## config.mk

```make
export PLATFORM = sky130hd
export DESIGN_NAME = motor_can_command_decoder_flat
export DESIGN_NICKNAME = d
export VERILOG_FILES = /design/src/rtl/core/mccd_pkg.sv /design/src/rtl/core/mccd_if.sv /design/src/rtl/core/mccd_front.sv /design/src/rtl/core/mccd_queue.sv /design/src/rtl/core/mccd_back.sv /design/src/rtl/core/motor_can_command_decoder.sv /design/src/flat_wrapper.sv
export SDC_FILE = /design/constraint.sdc
export NUM_CORES = 1
export LEC_CHECK = 0
export BUFFER_PORTS_ARGS = -buffer_cell sky130_fd_sc_hd__buf_2
export CAP_MARGIN = 15
export CELL_PAD_IN_SITES_DETAIL_PLACEMENT = 0
export CELL_PAD_IN_SITES_GLOBAL_PLACEMENT = 2
export CORE_MARGIN = 2
export CORE_UTILIZATION = 37
export CTS_BUF_LIST = sky130_fd_sc_hd__clkbuf_16
export DETAILED_ROUTE_END_ITERATION = 7
export PLACE_DENSITY_LB_ADDON = 0.1
export SKIP_CTS_REPAIR_TIMING = 1
export SLEW_MARGIN = 40
export SYNTH_ARGS = -nofsm -noshare
export SYNTH_HDL_FRONTEND = slang
export SYNTH_SLANG_ARGS = --single-unit
```

## constraint.sdc

```tcl
create_clock -name clk -period 10.6 [get_ports clk]
set_input_delay 0.53 -clock clk [delete_from_list [all_inputs] [get_ports clk]]
set_output_delay 0.53 -clock clk [all_outputs]
set_load 0.02 [all_outputs]
```

## src/rtl/core/mccd_pkg.sv

```systemverilog
`timescale 1ns / 1ps
`default_nettype none

package mccd_pkg;

    localparam int ID_W      = 11;
    localparam int TICK_W    = 24;
    localparam int MODE_W    = 4;
    localparam int CODE_W    = 2;
    localparam int BYTE_W    = 8;
    localparam int HALF_W    = 16;
    localparam int WORD_W    = 32;
    localparam int CFG_IDX_W = 2;

    // dividend is speed * 2^32, retired two quotient bits per cycle
    localparam int DIVIDEND_W   = HALF_W + WORD_W;
    localparam int RADIX_BITS   = 2;
    localparam int DIV_CYCLES   = DIVIDEND_W / RADIX_BITS;

    localparam int QUEUE_DEPTH_DEF = 2;

    localparam logic [CFG_IDX_W-1:0] CFG_NODE_ID   = 2'd0;
    localparam logic [CFG_IDX_W-1:0] CFG_SHARED_ID = 2'd1;
    localparam logic [CFG_IDX_W-1:0] CFG_TICK_RATE = 2'd2;

    localparam logic [ID_W-1:0]   NODE_ID_RST   = 11'd1;
    localparam logic [ID_W-1:0]   SHARED_ID_RST = 11'd0;
    localparam logic [TICK_W-1:0] TICK_RATE_RST = 24'd20000;

    localparam logic [BYTE_W-1:0] CMD_STOP       = 8'd1;
    localparam logic [BYTE_W-1:0] CMD_POWER_ON   = 8'd2;
    localparam logic [BYTE_W-1:0] CMD_STEP_PLUS  = 8'd3;
    localparam logic [BYTE_W-1:0] CMD_STEP_MINUS = 8'd4;
    localparam logic [BYTE_W-1:0] CMD_RECIPROC   = 8'd5;
    localparam logic [BYTE_W-1:0] CMD_ABS_MOVE   = 8'd6;
    localparam logic [BYTE_W-1:0] CMD_SYNC_LOAD  = 8'd7;
    localparam logic [BYTE_W-1:0] CMD_SYNC_FIRE  = 8'd8;
    localparam logic [BYTE_W-1:0] CMD_VELOCITY   = 8'd9;

    localparam logic [MODE_W-1:0] MODE_IDLE     = 4'd0;
    localparam logic [MODE_W-1:0] MODE_READY    = 4'd1;
    localparam logic [MODE_W-1:0] MODE_POSITION = 4'd2;
    localparam logic [MODE_W-1:0] MODE_REPEAT   = 4'd3;
    localparam logic [MODE_W-1:0] MODE_SYNC     = 4'd4;
    localparam logic [MODE_W-1:0] MODE_VELOCITY = 4'd5;
    localparam logic [MODE_W-1:0] MODE_OVER_HVV = 4'd6;
    localparam logic [MODE_W-1:0] MODE_OVER_HVI = 4'd7;
    localparam logic [MODE_W-1:0] MODE_OVER_DCI = 4'd8;
    localparam logic [MODE_W-1:0] MODE_ERROR    = 4'd9;

    localparam logic [CODE_W-1:0] PWR_NONE = 2'd0;
    localparam logic [CODE_W-1:0] PWR_OFF  = 2'd1;
    localparam logic [CODE_W-1:0] PWR_ON   = 2'd2;

    localparam logic [CODE_W-1:0] INC_NONE     = 2'd0;
    localparam logic [CODE_W-1:0] INC_POSITION = 2'd1;
    localparam logic [CODE_W-1:0] INC_VELOCITY = 2'd2;

    localparam logic [CODE_W-1:0] REPLY_NONE    = 2'd0;
    localparam logic [CODE_W-1:0] REPLY_OK      = 2'd1;
    localparam logic [CODE_W-1:0] REPLY_UNKNOWN = 2'd2;

    typedef struct packed {
        logic [ID_W-1:0]   node_id;
        logic [ID_W-1:0]   shared_id;
        logic [TICK_W-1:0] tick_rate_hz;
    } cfg_t;

    // decoded frame, everything but the phase increment
    typedef struct packed {
        logic [MODE_W-1:0]        next_mode;
        logic [CODE_W-1:0]        power_action;
        logic [CODE_W-1:0]        increment_kind;
        logic [HALF_W-1:0]        div_speed;
        logic                     target_write;
        logic signed [WORD_W-1:0] target_position;
        logic                     repeat_write;
        logic [HALF_W-1:0]        repeat_pos_a;
        logic [HALF_W-1:0]        repeat_pos_b;
        logic [BYTE_W-1:0]        repeat_count;
        logic [CODE_W-1:0]        reply;
        logic [BYTE_W-1:0]        reply_command;
    } job_t;

endpackage

`default_nettype wire

```

## src/rtl/core/mccd_if.sv

```systemverilog
`timescale 1ns / 1ps
`default_nettype none

interface mccd_frame_if;
    logic                                 valid;
    logic                                 ready;
    logic [mccd_pkg::ID_W-1:0]            frame_id;
    logic [mccd_pkg::BYTE_W-1:0]          byte0;
    logic [mccd_pkg::BYTE_W-1:0]          byte1;
    logic [mccd_pkg::BYTE_W-1:0]          byte2;
    logic [mccd_pkg::BYTE_W-1:0]          byte3;
    logic [mccd_pkg::BYTE_W-1:0]          byte4;
    logic [mccd_pkg::BYTE_W-1:0]          byte5;
    logic [mccd_pkg::BYTE_W-1:0]          byte6;
    logic [mccd_pkg::BYTE_W-1:0]          byte7;
    logic [mccd_pkg::MODE_W-1:0]          current_mode;
    logic signed [mccd_pkg::WORD_W-1:0]   current_step;

    modport source (output valid, frame_id, byte0, byte1, byte2, byte3, byte4, byte5,
                    byte6, byte7, current_mode, current_step, input ready);
    modport sink   (input valid, frame_id, byte0, byte1, byte2, byte3, byte4, byte5,
                    byte6, byte7, current_mode, current_step, output ready);
endinterface

interface mccd_result_if;
    logic                                 valid;
    logic                                 ready;
    logic [mccd_pkg::MODE_W-1:0]          next_mode;
    logic [mccd_pkg::CODE_W-1:0]          power_action;
    logic [mccd_pkg::CODE_W-1:0]          increment_kind;
    logic [mccd_pkg::WORD_W-1:0]          phase_increment;
    logic                                 target_write;
    logic signed [mccd_pkg::WORD_W-1:0]   target_position;
    logic                                 repeat_write;
    logic [mccd_pkg::HALF_W-1:0]          repeat_pos_a;
    logic [mccd_pkg::HALF_W-1:0]          repeat_pos_b;
    logic [mccd_pkg::BYTE_W-1:0]          repeat_count;
    logic [mccd_pkg::CODE_W-1:0]          reply;
    logic [mccd_pkg::BYTE_W-1:0]          reply_command;

    modport source (output valid, next_mode, power_action, increment_kind, phase_increment,
                    target_write, target_position, repeat_write, repeat_pos_a,
                    repeat_pos_b, repeat_count, reply, reply_command, input ready);
    modport sink   (input valid, next_mode, power_action, increment_kind, phase_increment,
                    target_write, target_position, repeat_write, repeat_pos_a,
                    repeat_pos_b, repeat_count, reply, reply_command, output ready);
endinterface

`default_nettype wire

```

## src/rtl/core/mccd_front.sv

```systemverilog
`timescale 1ns / 1ps
`default_nettype none

module mccd_front
(
    input  wire logic           clk,
    input  wire logic           rst_n,
    mccd_frame_if.sink          frame_ch,
    input  wire mccd_pkg::cfg_t cfg,
    output logic                push_valid,
    input  wire logic           push_ready,
    output mccd_pkg::job_t      push_job
);

    logic [mccd_pkg::HALF_W-1:0] sync_speed_reg;
    logic [mccd_pkg::HALF_W-1:0] sync_speed_next;
    logic [mccd_pkg::HALF_W-1:0] sync_pos_reg;
    logic [mccd_pkg::HALF_W-1:0] sync_pos_next;

    logic                        accept;

    assign frame_ch.ready = push_ready;
    assign push_valid     = frame_ch.valid;
    assign accept         = frame_ch.valid && push_ready;

    always_comb
    begin
        logic [mccd_pkg::HALF_W-1:0] speed;
        logic [mccd_pkg::HALF_W-1:0] pos_a;
        logic [mccd_pkg::HALF_W-1:0] pos_b;
        logic [mccd_pkg::MODE_W-1:0] mode;
        logic                        to_node;
        logic                        to_bcast;
        logic                        ok;

        speed    = {frame_ch.byte2, frame_ch.byte1};
        pos_a    = {frame_ch.byte4, frame_ch.byte3};
        pos_b    = {frame_ch.byte6, frame_ch.byte5};
        mode     = frame_ch.current_mode;
        to_node  = (frame_ch.frame_id == cfg.node_id);
        to_bcast = (frame_ch.frame_id == cfg.shared_id);
        ok       = 1'b1;

        push_job           = '0;
        push_job.div_speed = speed;
        sync_speed_next    = sync_speed_reg;
        sync_pos_next      = sync_pos_reg;

        if (to_node || to_bcast)
        begin
            unique case (frame_ch.byte0)
                mccd_pkg::CMD_STOP:
                begin
                    push_job.power_action = mccd_pkg::PWR_OFF;
                    if (mode < mccd_pkg::MODE_OVER_HVV || mode > mccd_pkg::MODE_ERROR)
                        mode = mccd_pkg::MODE_IDLE;
                end
                mccd_pkg::CMD_POWER_ON:
                begin
                    push_job.power_action = mccd_pkg::PWR_ON;
                    mode                  = mccd_pkg::MODE_READY;
                end
                mccd_pkg::CMD_STEP_PLUS:
                begin
                    push_job.increment_kind  = mccd_pkg::INC_POSITION;
                    push_job.target_write    = 1'b1;
                    push_job.target_position = frame_ch.current_step + 32'sd1;
                    mode                     = mccd_pkg::MODE_POSITION;
                end
                mccd_pkg::CMD_STEP_MINUS:
                begin
                    push_job.increment_kind  = mccd_pkg::INC_POSITION;
                    push_job.target_write    = 1'b1;
                    push_job.target_position = frame_ch.current_step - 32'sd1;
                    mode                     = mccd_pkg::MODE_POSITION;
                end
                mccd_pkg::CMD_RECIPROC:
                begin
                    push_job.increment_kind = mccd_pkg::INC_POSITION;
                    push_job.repeat_write   = 1'b1;
                    push_job.repeat_pos_a   = pos_a;
                    push_job.repeat_pos_b   = pos_b;
                    push_job.repeat_count   = frame_ch.byte7;
                    mode                    = mccd_pkg::MODE_REPEAT;
                end
                mccd_pkg::CMD_ABS_MOVE:
                begin
                    push_job.increment_kind  = mccd_pkg::INC_POSITION;
                    push_job.target_write    = 1'b1;
                    push_job.target_position = {{mccd_pkg::HALF_W{1'b0}}, pos_a};
                    mode                     = mccd_pkg::MODE_POSITION;
                end
                mccd_pkg::CMD_SYNC_LOAD:
                begin
                    // fault modes other than the generic error block the load
                    if (to_node && mode != mccd_pkg::MODE_OVER_HVV
                        && mode != mccd_pkg::MODE_OVER_HVI
                        && mode != mccd_pkg::MODE_OVER_DCI)
                    begin
                        mode            = mccd_pkg::MODE_SYNC;
                        sync_speed_next = speed;
                        sync_pos_next   = pos_a;
                    end
                end
                mccd_pkg::CMD_SYNC_FIRE:
                begin
                    if (to_bcast && mode == mccd_pkg::MODE_SYNC)
                    begin
                        push_job.increment_kind  = mccd_pkg::INC_POSITION;
                        push_job.div_speed       = sync_speed_reg;
                        push_job.target_write    = 1'b1;
                        push_job.target_position = {{mccd_pkg::HALF_W{1'b0}}, sync_pos_reg};
                    end
                end
                mccd_pkg::CMD_VELOCITY:
                begin
                    push_job.increment_kind = mccd_pkg::INC_VELOCITY;
                    mode                    = mccd_pkg::MODE_VELOCITY;
                end
                default:
                begin
                    ok = 1'b0;
                end
            endcase

            if (!to_bcast)
            begin
                push_job.reply         = ok ? mccd_pkg::REPLY_OK : mccd_pkg::REPLY_UNKNOWN;
                push_job.reply_command = frame_ch.byte0;
            end
        end

        push_job.next_mode = mode;
    end

    always_ff @(posedge clk or negedge rst_n)
    begin
        if (!rst_n)
        begin
            sync_speed_reg <= '0;
            sync_pos_reg   <= '0;
        end
        else if (accept)
        begin
            sync_speed_reg <= sync_speed_next;
            sync_pos_reg   <= sync_pos_next;
        end
    end

endmodule

`default_nettype wire

```

## src/rtl/core/mccd_queue.sv

```systemverilog
`timescale 1ns / 1ps
`default_nettype none

module mccd_queue
#(
    parameter int DEPTH = mccd_pkg::QUEUE_DEPTH_DEF
)
(
    input  wire logic           clk,
    input  wire logic           rst_n,
    input  wire logic           push_valid,
    output logic                push_ready,
    input  wire mccd_pkg::job_t push_job,
    output logic                pop_valid,
    input  wire logic           pop_ready,
    output mccd_pkg::job_t      pop_job
);

    localparam int PTR_W = (DEPTH > 1) ? $clog2(DEPTH) : 1;
    localparam int CNT_W = $clog2(DEPTH + 1);

    mccd_pkg::job_t   mem [DEPTH];
    logic [PTR_W-1:0] wr_ptr_reg;
    logic [PTR_W-1:0] rd_ptr_reg;
    logic [CNT_W-1:0] count_reg;

    logic push;
    logic pop;

    assign push_ready = (count_reg != CNT_W'(DEPTH));
    assign pop_valid  = (count_reg != '0);
    assign pop_job    = mem[rd_ptr_reg];
    assign push       = push_valid && push_ready;
    assign pop        = pop_valid && pop_ready;

    function automatic logic [PTR_W-1:0] bump(input logic [PTR_W-1:0] ptr);
        bump = (ptr == PTR_W'(DEPTH - 1)) ? '0 : ptr + PTR_W'(1);
    endfunction

    always_ff @(posedge clk)
    begin
        if (push)
            mem[wr_ptr_reg] <= push_job;
    end

    always_ff @(posedge clk or negedge rst_n)
    begin
        if (!rst_n)
        begin
            wr_ptr_reg <= '0;
            rd_ptr_reg <= '0;
            count_reg  <= '0;
        end
        else
        begin
            if (push)
                wr_ptr_reg <= bump(wr_ptr_reg);
            if (pop)
                rd_ptr_reg <= bump(rd_ptr_reg);
            if (push && !pop)
                count_reg <= count_reg + CNT_W'(1);
            else if (pop && !push)
                count_reg <= count_reg - CNT_W'(1);
        end
    end

endmodule

`default_nettype wire

```

## src/rtl/core/mccd_back.sv

```systemverilog
`timescale 1ns / 1ps
`default_nettype none

module mccd_back
(
    input  wire logic                         clk,
    input  wire logic                         rst_n,
    input  wire logic [mccd_pkg::TICK_W-1:0]  tick_rate_hz,
    input  wire logic                         pop_valid,
    output logic                              pop_ready,
    input  wire mccd_pkg::job_t               pop_job,
    mccd_result_if.source                     result_ch
);

    localparam logic [1:0] ST_IDLE = 2'd0;
    localparam logic [1:0] ST_DIV  = 2'd1;
    localparam logic [1:0] ST_HOLD = 2'd2;

    localparam int CNT_W = $clog2(mccd_pkg::DIV_CYCLES + 1);
    localparam int REM_W = mccd_pkg::TICK_W;

    logic [1:0]                  state_reg;
    logic [1:0]                  state_next;
    logic [CNT_W-1:0]            cnt_reg;
    logic [CNT_W-1:0]            cnt_next;
    logic [REM_W-1:0]            rem_reg;
    logic [REM_W-1:0]            rem_next;
    logic [mccd_pkg::HALF_W-1:0] num_reg;
    logic [mccd_pkg::HALF_W-1:0] num_next;
    logic [mccd_pkg::WORD_W-1:0] quo_reg;
    logic [mccd_pkg::WORD_W-1:0] quo_next;
    mccd_pkg::job_t              res_reg;
    mccd_pkg::job_t              res_next;

    logic                        pop;

    // one restoring step: {quotient bit, new remainder}
    // a zero divisor gives all-ones, as wanted
    function automatic logic [REM_W:0] div_step(input logic [REM_W-1:0] rem,
                                                input logic             nb,
                                                input logic [REM_W-1:0] d);
        logic [REM_W:0] trial;
        logic [REM_W:0] diff;
        trial = {rem, nb};
        diff  = trial - {1'b0, d};
        if (trial >= {1'b0, d})
            div_step = {1'b1, diff[REM_W-1:0]};
        else
            div_step = {1'b0, trial[REM_W-1:0]};
    endfunction

    assign pop_ready = (state_reg == ST_IDLE) || (state_reg == ST_HOLD && result_ch.ready);
    assign pop       = pop_valid && pop_ready;

    always_comb
    begin
        logic [REM_W:0] s1;
        logic [REM_W:0] s2;

        s1 = div_step(rem_reg, num_reg[mccd_pkg::HALF_W-1], tick_rate_hz);
        s2 = div_step(s1[REM_W-1:0], num_reg[mccd_pkg::HALF_W-2], tick_rate_hz);

        state_next = state_reg;
        cnt_next   = cnt_reg;
        rem_next   = rem_reg;
        num_next   = num_reg;
        quo_next   = quo_reg;
        res_next   = res_reg;

        unique case (state_reg)
            ST_IDLE, ST_HOLD:
            begin
                if (pop)
                begin
                    res_next = pop_job;
                    quo_next = '0;
                    if (pop_job.increment_kind != mccd_pkg::INC_NONE)
                    begin
                        rem_next   = '0;
                        num_next   = pop_job.div_speed;
                        cnt_next   = CNT_W'(mccd_pkg::DIV_CYCLES);
                        state_next = ST_DIV;
                    end
                    else
                    begin
                        state_next = ST_HOLD;
                    end
                end
                else if (state_reg == ST_HOLD && result_ch.ready)
                begin
                    state_next = ST_IDLE;
                end
            end
            ST_DIV:
            begin
                rem_next = s2[REM_W-1:0];
                num_next = {num_reg[mccd_pkg::HALF_W-3:0], 2'b00};
                // upper quotient bits fall off the top: only the low word is kept
                quo_next = {quo_reg[mccd_pkg::WORD_W-3:0], s1[REM_W], s2[REM_W]};
                cnt_next = cnt_reg - CNT_W'(1);
                if (cnt_reg == CNT_W'(1))
                    state_next = ST_HOLD;
            end
            default:
            begin
                state_next = ST_IDLE;
            end
        endcase
    end

    always_ff @(posedge clk or negedge rst_n)
    begin
        if (!rst_n)
        begin
            state_reg <= ST_IDLE;
            cnt_reg   <= '0;
        end
        else
        begin
            state_reg <= state_next;
            cnt_reg   <= cnt_next;
        end
    end

    always_ff @(posedge clk)
    begin
        rem_reg <= rem_next;
        num_reg <= num_next;
        quo_reg <= quo_next;
        res_reg <= res_next;
    end

    assign result_ch.valid           = (state_reg == ST_HOLD);
    assign result_ch.next_mode       = res_reg.next_mode;
    assign result_ch.power_action    = res_reg.power_action;
    assign result_ch.increment_kind  = res_reg.increment_kind;
    assign result_ch.phase_increment = quo_reg;
    assign result_ch.target_write    = res_reg.target_write;
    assign result_ch.target_position = res_reg.target_position;
    assign result_ch.repeat_write    = res_reg.repeat_write;
    assign result_ch.repeat_pos_a    = res_reg.repeat_pos_a;
    assign result_ch.repeat_pos_b    = res_reg.repeat_pos_b;
    assign result_ch.repeat_count    = res_reg.repeat_count;
    assign result_ch.reply           = res_reg.reply;
    assign result_ch.reply_command   = res_reg.reply_command;

`ifndef SYNTHESIS
    a_no_inc_zero: assert property (@(posedge clk) disable iff (!rst_n)
        (state_reg == ST_HOLD && res_reg.increment_kind == mccd_pkg::INC_NONE)
        |-> (quo_reg == '0))
        else $error("phase increment not zero for a beat without increment");

    a_div_start: assert property (@(posedge clk) disable iff (!rst_n)
        (pop && pop_job.increment_kind != mccd_pkg::INC_NONE)
        |=> (state_reg == ST_DIV && !result_ch.valid))
        else $error("divide not started for a job with an increment");

    a_div_end: assert property (@(posedge clk) disable iff (!rst_n)
        (state_reg == ST_DIV && cnt_reg == CNT_W'(1)) |=> (state_reg == ST_HOLD))
        else $error("divide did not finish after its last step");

    a_div_count: assert property (@(posedge clk) disable iff (!rst_n)
        (state_reg == ST_DIV) |-> (cnt_reg != '0))
        else $error("divide step counter ran out while dividing");
`endif

endmodule

`default_nettype wire

```

## src/rtl/core/motor_can_command_decoder.sv

```systemverilog
`timescale 1ns / 1ps
`default_nettype none

// Path: a frame beat is registered in the queue, then in the back end's result register;
// a job with a phase increment first runs a radix-4 restoring divide of speed * 2^32 by
// the tick rate. Throughput: one frame per cycle without an increment while the result
// channel is ready; the back end takes no new job while dividing. A QUEUE_DEPTH-entry
// queue (2 by default) decouples decode from divide. Reset: asynchronous, active low;
// registers to defaults, sync state cleared, queue and divider emptied. No clearing pass.
module motor_can_command_decoder
#(
    parameter int QUEUE_DEPTH = mccd_pkg::QUEUE_DEPTH_DEF
)
(
    input  wire logic                            clk,
    input  wire logic                            rst_n,
    input  wire logic                            cfg_we,
    input  wire logic [mccd_pkg::CFG_IDX_W-1:0]  cfg_index,
    input  wire logic [mccd_pkg::TICK_W-1:0]     cfg_data,
    mccd_frame_if.sink                           frame_ch,
    mccd_result_if.source                        result_ch
);

    mccd_pkg::cfg_t cfg_reg;

    logic           push_valid;
    logic           push_ready;
    mccd_pkg::job_t push_job;
    logic           pop_valid;
    logic           pop_ready;
    mccd_pkg::job_t pop_job;

    always_ff @(posedge clk or negedge rst_n)
    begin
        if (!rst_n)
        begin
            cfg_reg.node_id      <= mccd_pkg::NODE_ID_RST;
            cfg_reg.shared_id    <= mccd_pkg::SHARED_ID_RST;
            cfg_reg.tick_rate_hz <= mccd_pkg::TICK_RATE_RST;
        end
        else if (cfg_we)
        begin
            unique case (cfg_index)
                mccd_pkg::CFG_NODE_ID:
                    cfg_reg.node_id <= cfg_data[mccd_pkg::ID_W-1:0];
                mccd_pkg::CFG_SHARED_ID:
                    cfg_reg.shared_id <= cfg_data[mccd_pkg::ID_W-1:0];
                mccd_pkg::CFG_TICK_RATE:
                    cfg_reg.tick_rate_hz <= cfg_data;
                default:
                begin
                    // unmapped index, write dropped
                end
            endcase
        end
    end

    mccd_front u_front
    (
        .clk        (clk),
        .rst_n      (rst_n),
        .frame_ch   (frame_ch),
        .cfg        (cfg_reg),
        .push_valid (push_valid),
        .push_ready (push_ready),
        .push_job   (push_job)
    );

    mccd_queue
    #(
        .DEPTH (QUEUE_DEPTH)
    )
    u_queue
    (
        .clk        (clk),
        .rst_n      (rst_n),
        .push_valid (push_valid),
        .push_ready (push_ready),
        .push_job   (push_job),
        .pop_valid  (pop_valid),
        .pop_ready  (pop_ready),
        .pop_job    (pop_job)
    );

    mccd_back u_back
    (
        .clk          (clk),
        .rst_n        (rst_n),
        .tick_rate_hz (cfg_reg.tick_rate_hz),
        .pop_valid    (pop_valid),
        .pop_ready    (pop_ready),
        .pop_job      (pop_job),
        .result_ch    (result_ch)
    );

endmodule

`default_nettype wire
```

## src/flat_wrapper.sv

```systemverilog
// flat-port wrapper written by rule: the top's interface ports become plain ports
module motor_can_command_decoder_flat 
#(
    parameter int QUEUE_DEPTH = mccd_pkg::QUEUE_DEPTH_DEF
)
  (clk, rst_n, cfg_we, cfg_index, cfg_data, frame_ch_valid, frame_ch_frame_id, frame_ch_byte0, frame_ch_byte1, frame_ch_byte2, frame_ch_byte3, frame_ch_byte4, frame_ch_byte5, frame_ch_byte6, frame_ch_byte7, frame_ch_current_mode, frame_ch_current_step, frame_ch_ready, result_ch_valid, result_ch_next_mode, result_ch_power_action, result_ch_increment_kind, result_ch_phase_increment, result_ch_target_write, result_ch_target_position, result_ch_repeat_write, result_ch_repeat_pos_a, result_ch_repeat_pos_b, result_ch_repeat_count, result_ch_reply, result_ch_reply_command, result_ch_ready);
  mccd_frame_if frame_ch_i ();
  mccd_result_if result_ch_i ();
  input  wire logic clk;
  input  wire logic rst_n;
  input  wire logic cfg_we;
  input  wire logic [mccd_pkg::CFG_IDX_W-1:0] cfg_index;
  input  wire logic [mccd_pkg::TICK_W-1:0] cfg_data;
  input wire logic [$bits(frame_ch_i.valid)-1:0] frame_ch_valid;
  input wire logic [$bits(frame_ch_i.frame_id)-1:0] frame_ch_frame_id;
  input wire logic [$bits(frame_ch_i.byte0)-1:0] frame_ch_byte0;
  input wire logic [$bits(frame_ch_i.byte1)-1:0] frame_ch_byte1;
  input wire logic [$bits(frame_ch_i.byte2)-1:0] frame_ch_byte2;
  input wire logic [$bits(frame_ch_i.byte3)-1:0] frame_ch_byte3;
  input wire logic [$bits(frame_ch_i.byte4)-1:0] frame_ch_byte4;
  input wire logic [$bits(frame_ch_i.byte5)-1:0] frame_ch_byte5;
  input wire logic [$bits(frame_ch_i.byte6)-1:0] frame_ch_byte6;
  input wire logic [$bits(frame_ch_i.byte7)-1:0] frame_ch_byte7;
  input wire logic [$bits(frame_ch_i.current_mode)-1:0] frame_ch_current_mode;
  input wire logic [$bits(frame_ch_i.current_step)-1:0] frame_ch_current_step;
  output wire logic [$bits(frame_ch_i.ready)-1:0] frame_ch_ready;
  output wire logic [$bits(result_ch_i.valid)-1:0] result_ch_valid;
  output wire logic [$bits(result_ch_i.next_mode)-1:0] result_ch_next_mode;
  output wire logic [$bits(result_ch_i.power_action)-1:0] result_ch_power_action;
  output wire logic [$bits(result_ch_i.increment_kind)-1:0] result_ch_increment_kind;
  output wire logic [$bits(result_ch_i.phase_increment)-1:0] result_ch_phase_increment;
  output wire logic [$bits(result_ch_i.target_write)-1:0] result_ch_target_write;
  output wire logic [$bits(result_ch_i.target_position)-1:0] result_ch_target_position;
  output wire logic [$bits(result_ch_i.repeat_write)-1:0] result_ch_repeat_write;
  output wire logic [$bits(result_ch_i.repeat_pos_a)-1:0] result_ch_repeat_pos_a;
  output wire logic [$bits(result_ch_i.repeat_pos_b)-1:0] result_ch_repeat_pos_b;
  output wire logic [$bits(result_ch_i.repeat_count)-1:0] result_ch_repeat_count;
  output wire logic [$bits(result_ch_i.reply)-1:0] result_ch_reply;
  output wire logic [$bits(result_ch_i.reply_command)-1:0] result_ch_reply_command;
  input wire logic [$bits(result_ch_i.ready)-1:0] result_ch_ready;
  assign frame_ch_i.valid = frame_ch_valid;
  assign frame_ch_i.frame_id = frame_ch_frame_id;
  assign frame_ch_i.byte0 = frame_ch_byte0;
  assign frame_ch_i.byte1 = frame_ch_byte1;
  assign frame_ch_i.byte2 = frame_ch_byte2;
  assign frame_ch_i.byte3 = frame_ch_byte3;
  assign frame_ch_i.byte4 = frame_ch_byte4;
  assign frame_ch_i.byte5 = frame_ch_byte5;
  assign frame_ch_i.byte6 = frame_ch_byte6;
  assign frame_ch_i.byte7 = frame_ch_byte7;
  assign frame_ch_i.current_mode = frame_ch_current_mode;
  assign frame_ch_i.current_step = frame_ch_current_step;
  assign frame_ch_ready = frame_ch_i.ready;
  assign result_ch_valid = result_ch_i.valid;
  assign result_ch_next_mode = result_ch_i.next_mode;
  assign result_ch_power_action = result_ch_i.power_action;
  assign result_ch_increment_kind = result_ch_i.increment_kind;
  assign result_ch_phase_increment = result_ch_i.phase_increment;
  assign result_ch_target_write = result_ch_i.target_write;
  assign result_ch_target_position = result_ch_i.target_position;
  assign result_ch_repeat_write = result_ch_i.repeat_write;
  assign result_ch_repeat_pos_a = result_ch_i.repeat_pos_a;
  assign result_ch_repeat_pos_b = result_ch_i.repeat_pos_b;
  assign result_ch_repeat_count = result_ch_i.repeat_count;
  assign result_ch_reply = result_ch_i.reply;
  assign result_ch_reply_command = result_ch_i.reply_command;
  assign result_ch_i.ready = result_ch_ready;
  motor_can_command_decoder #(.QUEUE_DEPTH(QUEUE_DEPTH)) u_core (.clk(clk), .rst_n(rst_n), .cfg_we(cfg_we), .cfg_index(cfg_index), .cfg_data(cfg_data), .frame_ch(frame_ch_i), .result_ch(result_ch_i));
endmodule
```

==> flow_summary.json <==
{
  "ys_dominant_reg_cell": "sky130_fd_sc_hd__edfxtp_1",
  "ys_seq_elements": 469,
  "fin_worst_skew_ns": 0.0384,
  "area_growth_syn_to_layout_pct": 18.9,
  "std_cell_rows": 89,
  "timing.critical_path.slowest_cell_delay_ns": 0.57,
  "worst_ir_drop_vdd_uv": 268,
  "worst_ep_required_time_ns": 10.95,
  "finalCritPeriodShare_pct": 61.3,
  "tritoncts": "yes",
  "track_usage_pct": 17.3,
  "power_switching_mw": 3.38,
  "critPathLaunch": "u_core.cfg_reg[9]",
  "synth_cell_type_count": 72,
  "floorplan.die_area_sq_mm": 0.0620,
  "setup.worst_path.start_class": "flip-flop",
  "power_frac_seq_pct": 34.1,
  "synthTopCellsByCount": "sky130_fd_sc_hd__edfxtp_1 (380), sky130_fd_sc_hd__mux2_2 (193), sky130_fd_sc_hd__nor2_1 (121)",
  "leakagePower_nw": 10.6,
  "totalNegativeSetupSlack_ns": 0,
  "detail_route.wirelength_microns": 54100,
  "grt_pass1_wl_microns": 83300,
  "synth_most_common_cell": "sky130_fd_sc_hd__edfxtp_1",
  "synthDominantCellAreaShare_pct": 51.4,
  "clock-root-buffer": "sky130_fd_sc_hd__clkbuf_16",
  "antenna_violations_before_repair": 15,
  "crit_arrival_ns": 6.84,
  "clock.fmax_mhz": 154,
  "max_cap_viol_count": 0,
  "endpoint_type_of_the_worst_setup_path": "flip-flop",
  "criticalPathCategory": "reg2reg",
  "cts.htree.levels": 2,
  "cts_buffer_count": 53,
  "power.share.combinational_pct": 45.2,
  "post-dp-hpwl_microns": 37700,
  "maximum_number_of_pins_on_one_net_before_global_route_repair": 66,
  "reg2reg_from": "u_core.cfg_reg[9]",
  "slew-limit-headroom_pct": 45.1,
  "r2r_slack_ns": 4.10,
  "post-synth-top-area-cell": "sky130_fd_sc_hd__edfxtp_1",
  "post-route-min-period_ns": 6.50,
  "timing.final.hold_violations": 0,
  "synth.net_count": 1873,
  "slowest_stage": "sky130_fd_sc_hd__or4_1",
  "drive_gt1_share_pct": 30.4,
  "clock_power_share_pct": 20.7,
  "placement.io_buffers": 267,
  "gp_congestion": 0.803,
  "core_area_sq_mm": 0.0591,
  "total_power_mw": 8.85,
  "worstHoldPathType": "in2reg",
  "ctsLongestPathBuffers": 3,
  "final-max-slew-violation-count": 0,
  "largest_register_ff_count": 216,
  "viasPerCell": 5.03,
  "p_per_area_mw_per_mm2": 335,
  "detail_route.drc_violations": 0,
  "postSynthAreaPerCell_sq_um": 13.5,
  "cts.sinks": 469,
  "critical_path.endpoint": "u_core.u_back.rem_reg[5]",
  "design.final.nets": 2166,
  "total_number_of_vias": 13880,
  "timing.critical_path.cells": "inv_1 > ha_1 > nand3_1 > or4_1 > o311a_1 > a211oi_2 > o21ai_2 > nand2_4 > mux2_1 > ha_1 > a21o_1 > or3_1 > o21ai_2 > o2111ai_1 > a2111oi_2 > nor3_1 > and2_4 > a311oi_4 > nand2_4 > mux2i_1 > nor2_1",
  "ys_seq_area_share_pct": 61.4,
  "number_of_enable_flip_flop_cells_after_synthesis": 380,
  "detail_route.first_pass.iterations": 5,
  "timing.reg2reg.worst_path_depth": 21,
  "timing_worst_slew_pin_value_ns": 0.824,
  "hold_path_depth": 2,
  "clock_latency_ns": 0.62,
  "grt_overflow": 0,
  "setup_viol": 0,
  "synth.yosys.warnings": 0,
  "detailedRoute.firstIterationViolations": 723,
  "drt.antenna.violating_nets": 0,
  "critical_path.reg2reg.endpoint": "u_core.u_back.rem_reg[5]",
  "die_height_microns": 249,
  "finalHoldWorstSlack_ns": 0.150,
  "critical_path_peak_fanout": 36,
  "design.portCount": 268,
  "dieWidth_microns": 249,
  "outcome": "completed",
  "fraction_of_registers_with_async_set_reset_pct": 19.0,
  "clk_pin_slew_ns": 0.06,
  "synth_top_cells_by_area": "sky130_fd_sc_hd__edfxtp_1 (51%), sky130_fd_sc_hd__mux2_2 (9.8%), sky130_fd_sc_hd__dfrtp_1 (9.4%)",
  "grt_pass1_vias": 14169,
  "rsz0062_at_grt": "false",
  "power.switching_fraction_pct": 38.2,
  "synthesis.instances": 1647,
  "start_util_pct": 37.6,
  "cellInternalPower_mw": 5.47,
  "synthesis.area_sq_mm": 0.0222,
  "wl_per_cell_microns": 19.6
}
==> critical path: cells and delay by family (launching register included) <==
kind / cells / cell delay, ns
simple gates: 8 / 2.16
mux: 2 / 0.66
flops: 1 / 0.52
fa+ha+maj: 2 / 0.72
buf+inv: 1 / 0.05
compound gates: 8 / 2.09
==> power groups by stage <==
stage	clock, mW	sequential, mW	combinational (mW)
floorplan	0	3.32	2.74
global placement	0	3.07	4.00
detailed placement	0	3.09	3.99
CTS	1.90	3.06	4.02
global route	1.96	3.08	4.42
finish	1.83	3.02	4.00
==> routing by layer <==
metal / vias to the layer above / global-route usage, % / wire, microns
met5: - / 0 / 151
met2: 245 / 29.2 / 26100
met1: 6791 / 22.5 / 24100
li1: 6733 / - / -
met3: 87 / 3.94 / 2640
met4: 24 / 4.80 / 1100
==> metrics by stage <==
stage	cells	utilization, %	setup slack, ns	area [sq um]
final	2759	44.7	4.10	26400
after global routing	2757	44.7	3.62	26400
after CTS	2755	44.6	3.76	26400
after detailed placement	2656	41.6	3.76	24600
after global placement	2653	41.5	3.93	24500
after floorplan	1647	-	2.14	22200
==> placed cells by master (no fill, tap or decap), drive strengths merged, types with 4 or more instances in the layout <==
cell and instances:
a211oi 16, a21o 28, a21oi 88, a222oi 7, a22oi 8, a31oi 8, and2 83, and3 5
buf 289, bufinv 5, clkbuf 54, clkinv 33, dfrtp 83, dfstp 6, edfxtp 380, ha 81
inv 56, mux2 197, mux2i 33, nand2 76, nand2b 18, nand3 22, nand4 10, nor2 121
nor2b 9, nor3 22, nor4 9, o21a 7, o21ai 59, o21bai 10, o22ai 6, or2 4
or3 4, xnor2 52, xor2 46
==> cells by family (layout without fill, tap and decap cells) <==
family | Yosys count | count (layout) | synth area share (%)
other | 0 | 2 | 0
buffers and inverters | 103 | 440 | 1.82
adders and majority gates | 84 | 84 | 4.83
xor gates and xnor gates | 98 | 98 | 3.86
muxes | 230 | 230 | 11.5
DFF | 469 | 469 | 61.4
AOI/OAI and AO/OA | 270 | 270 | 7.83
and+or+nand+nor | 393 | 393 | 8.73
==> cell type report <==
class                           count  area (sq um)
Fill cell                        5482         32700
Sequential cell                   469         13600
Multi-Input combinational cell   1075          8260
Timing Repair Buffer              290          1580
Clock buffer                       54          1350
Tap cell                          773           967
Clock inverter                     45           409
Inverter                           51           191
Antenna cell                        2          5.00
==> worst min path at each step <==
stage                                           start                           endpoint  slack (ns)
finish                                   cfg_data[16]                 u_core.cfg_reg[16]        0.15
global route                             cfg_data[15]                 u_core.cfg_reg[15]        0.13
CTS                                             rst_n                 u_core.cfg_reg[16]       -0.13
detailed placement        u_core.u_queue.count_reg[1]        u_core.u_queue.count_reg[1]        0.48
global placement    u_core.u_front.sync_speed_reg[11]  u_core.u_front.sync_speed_reg[11]        0.48
floorplan                                       rst_n                  u_core.cfg_reg[0]        0.23
(Power assumes the default switching activity.)
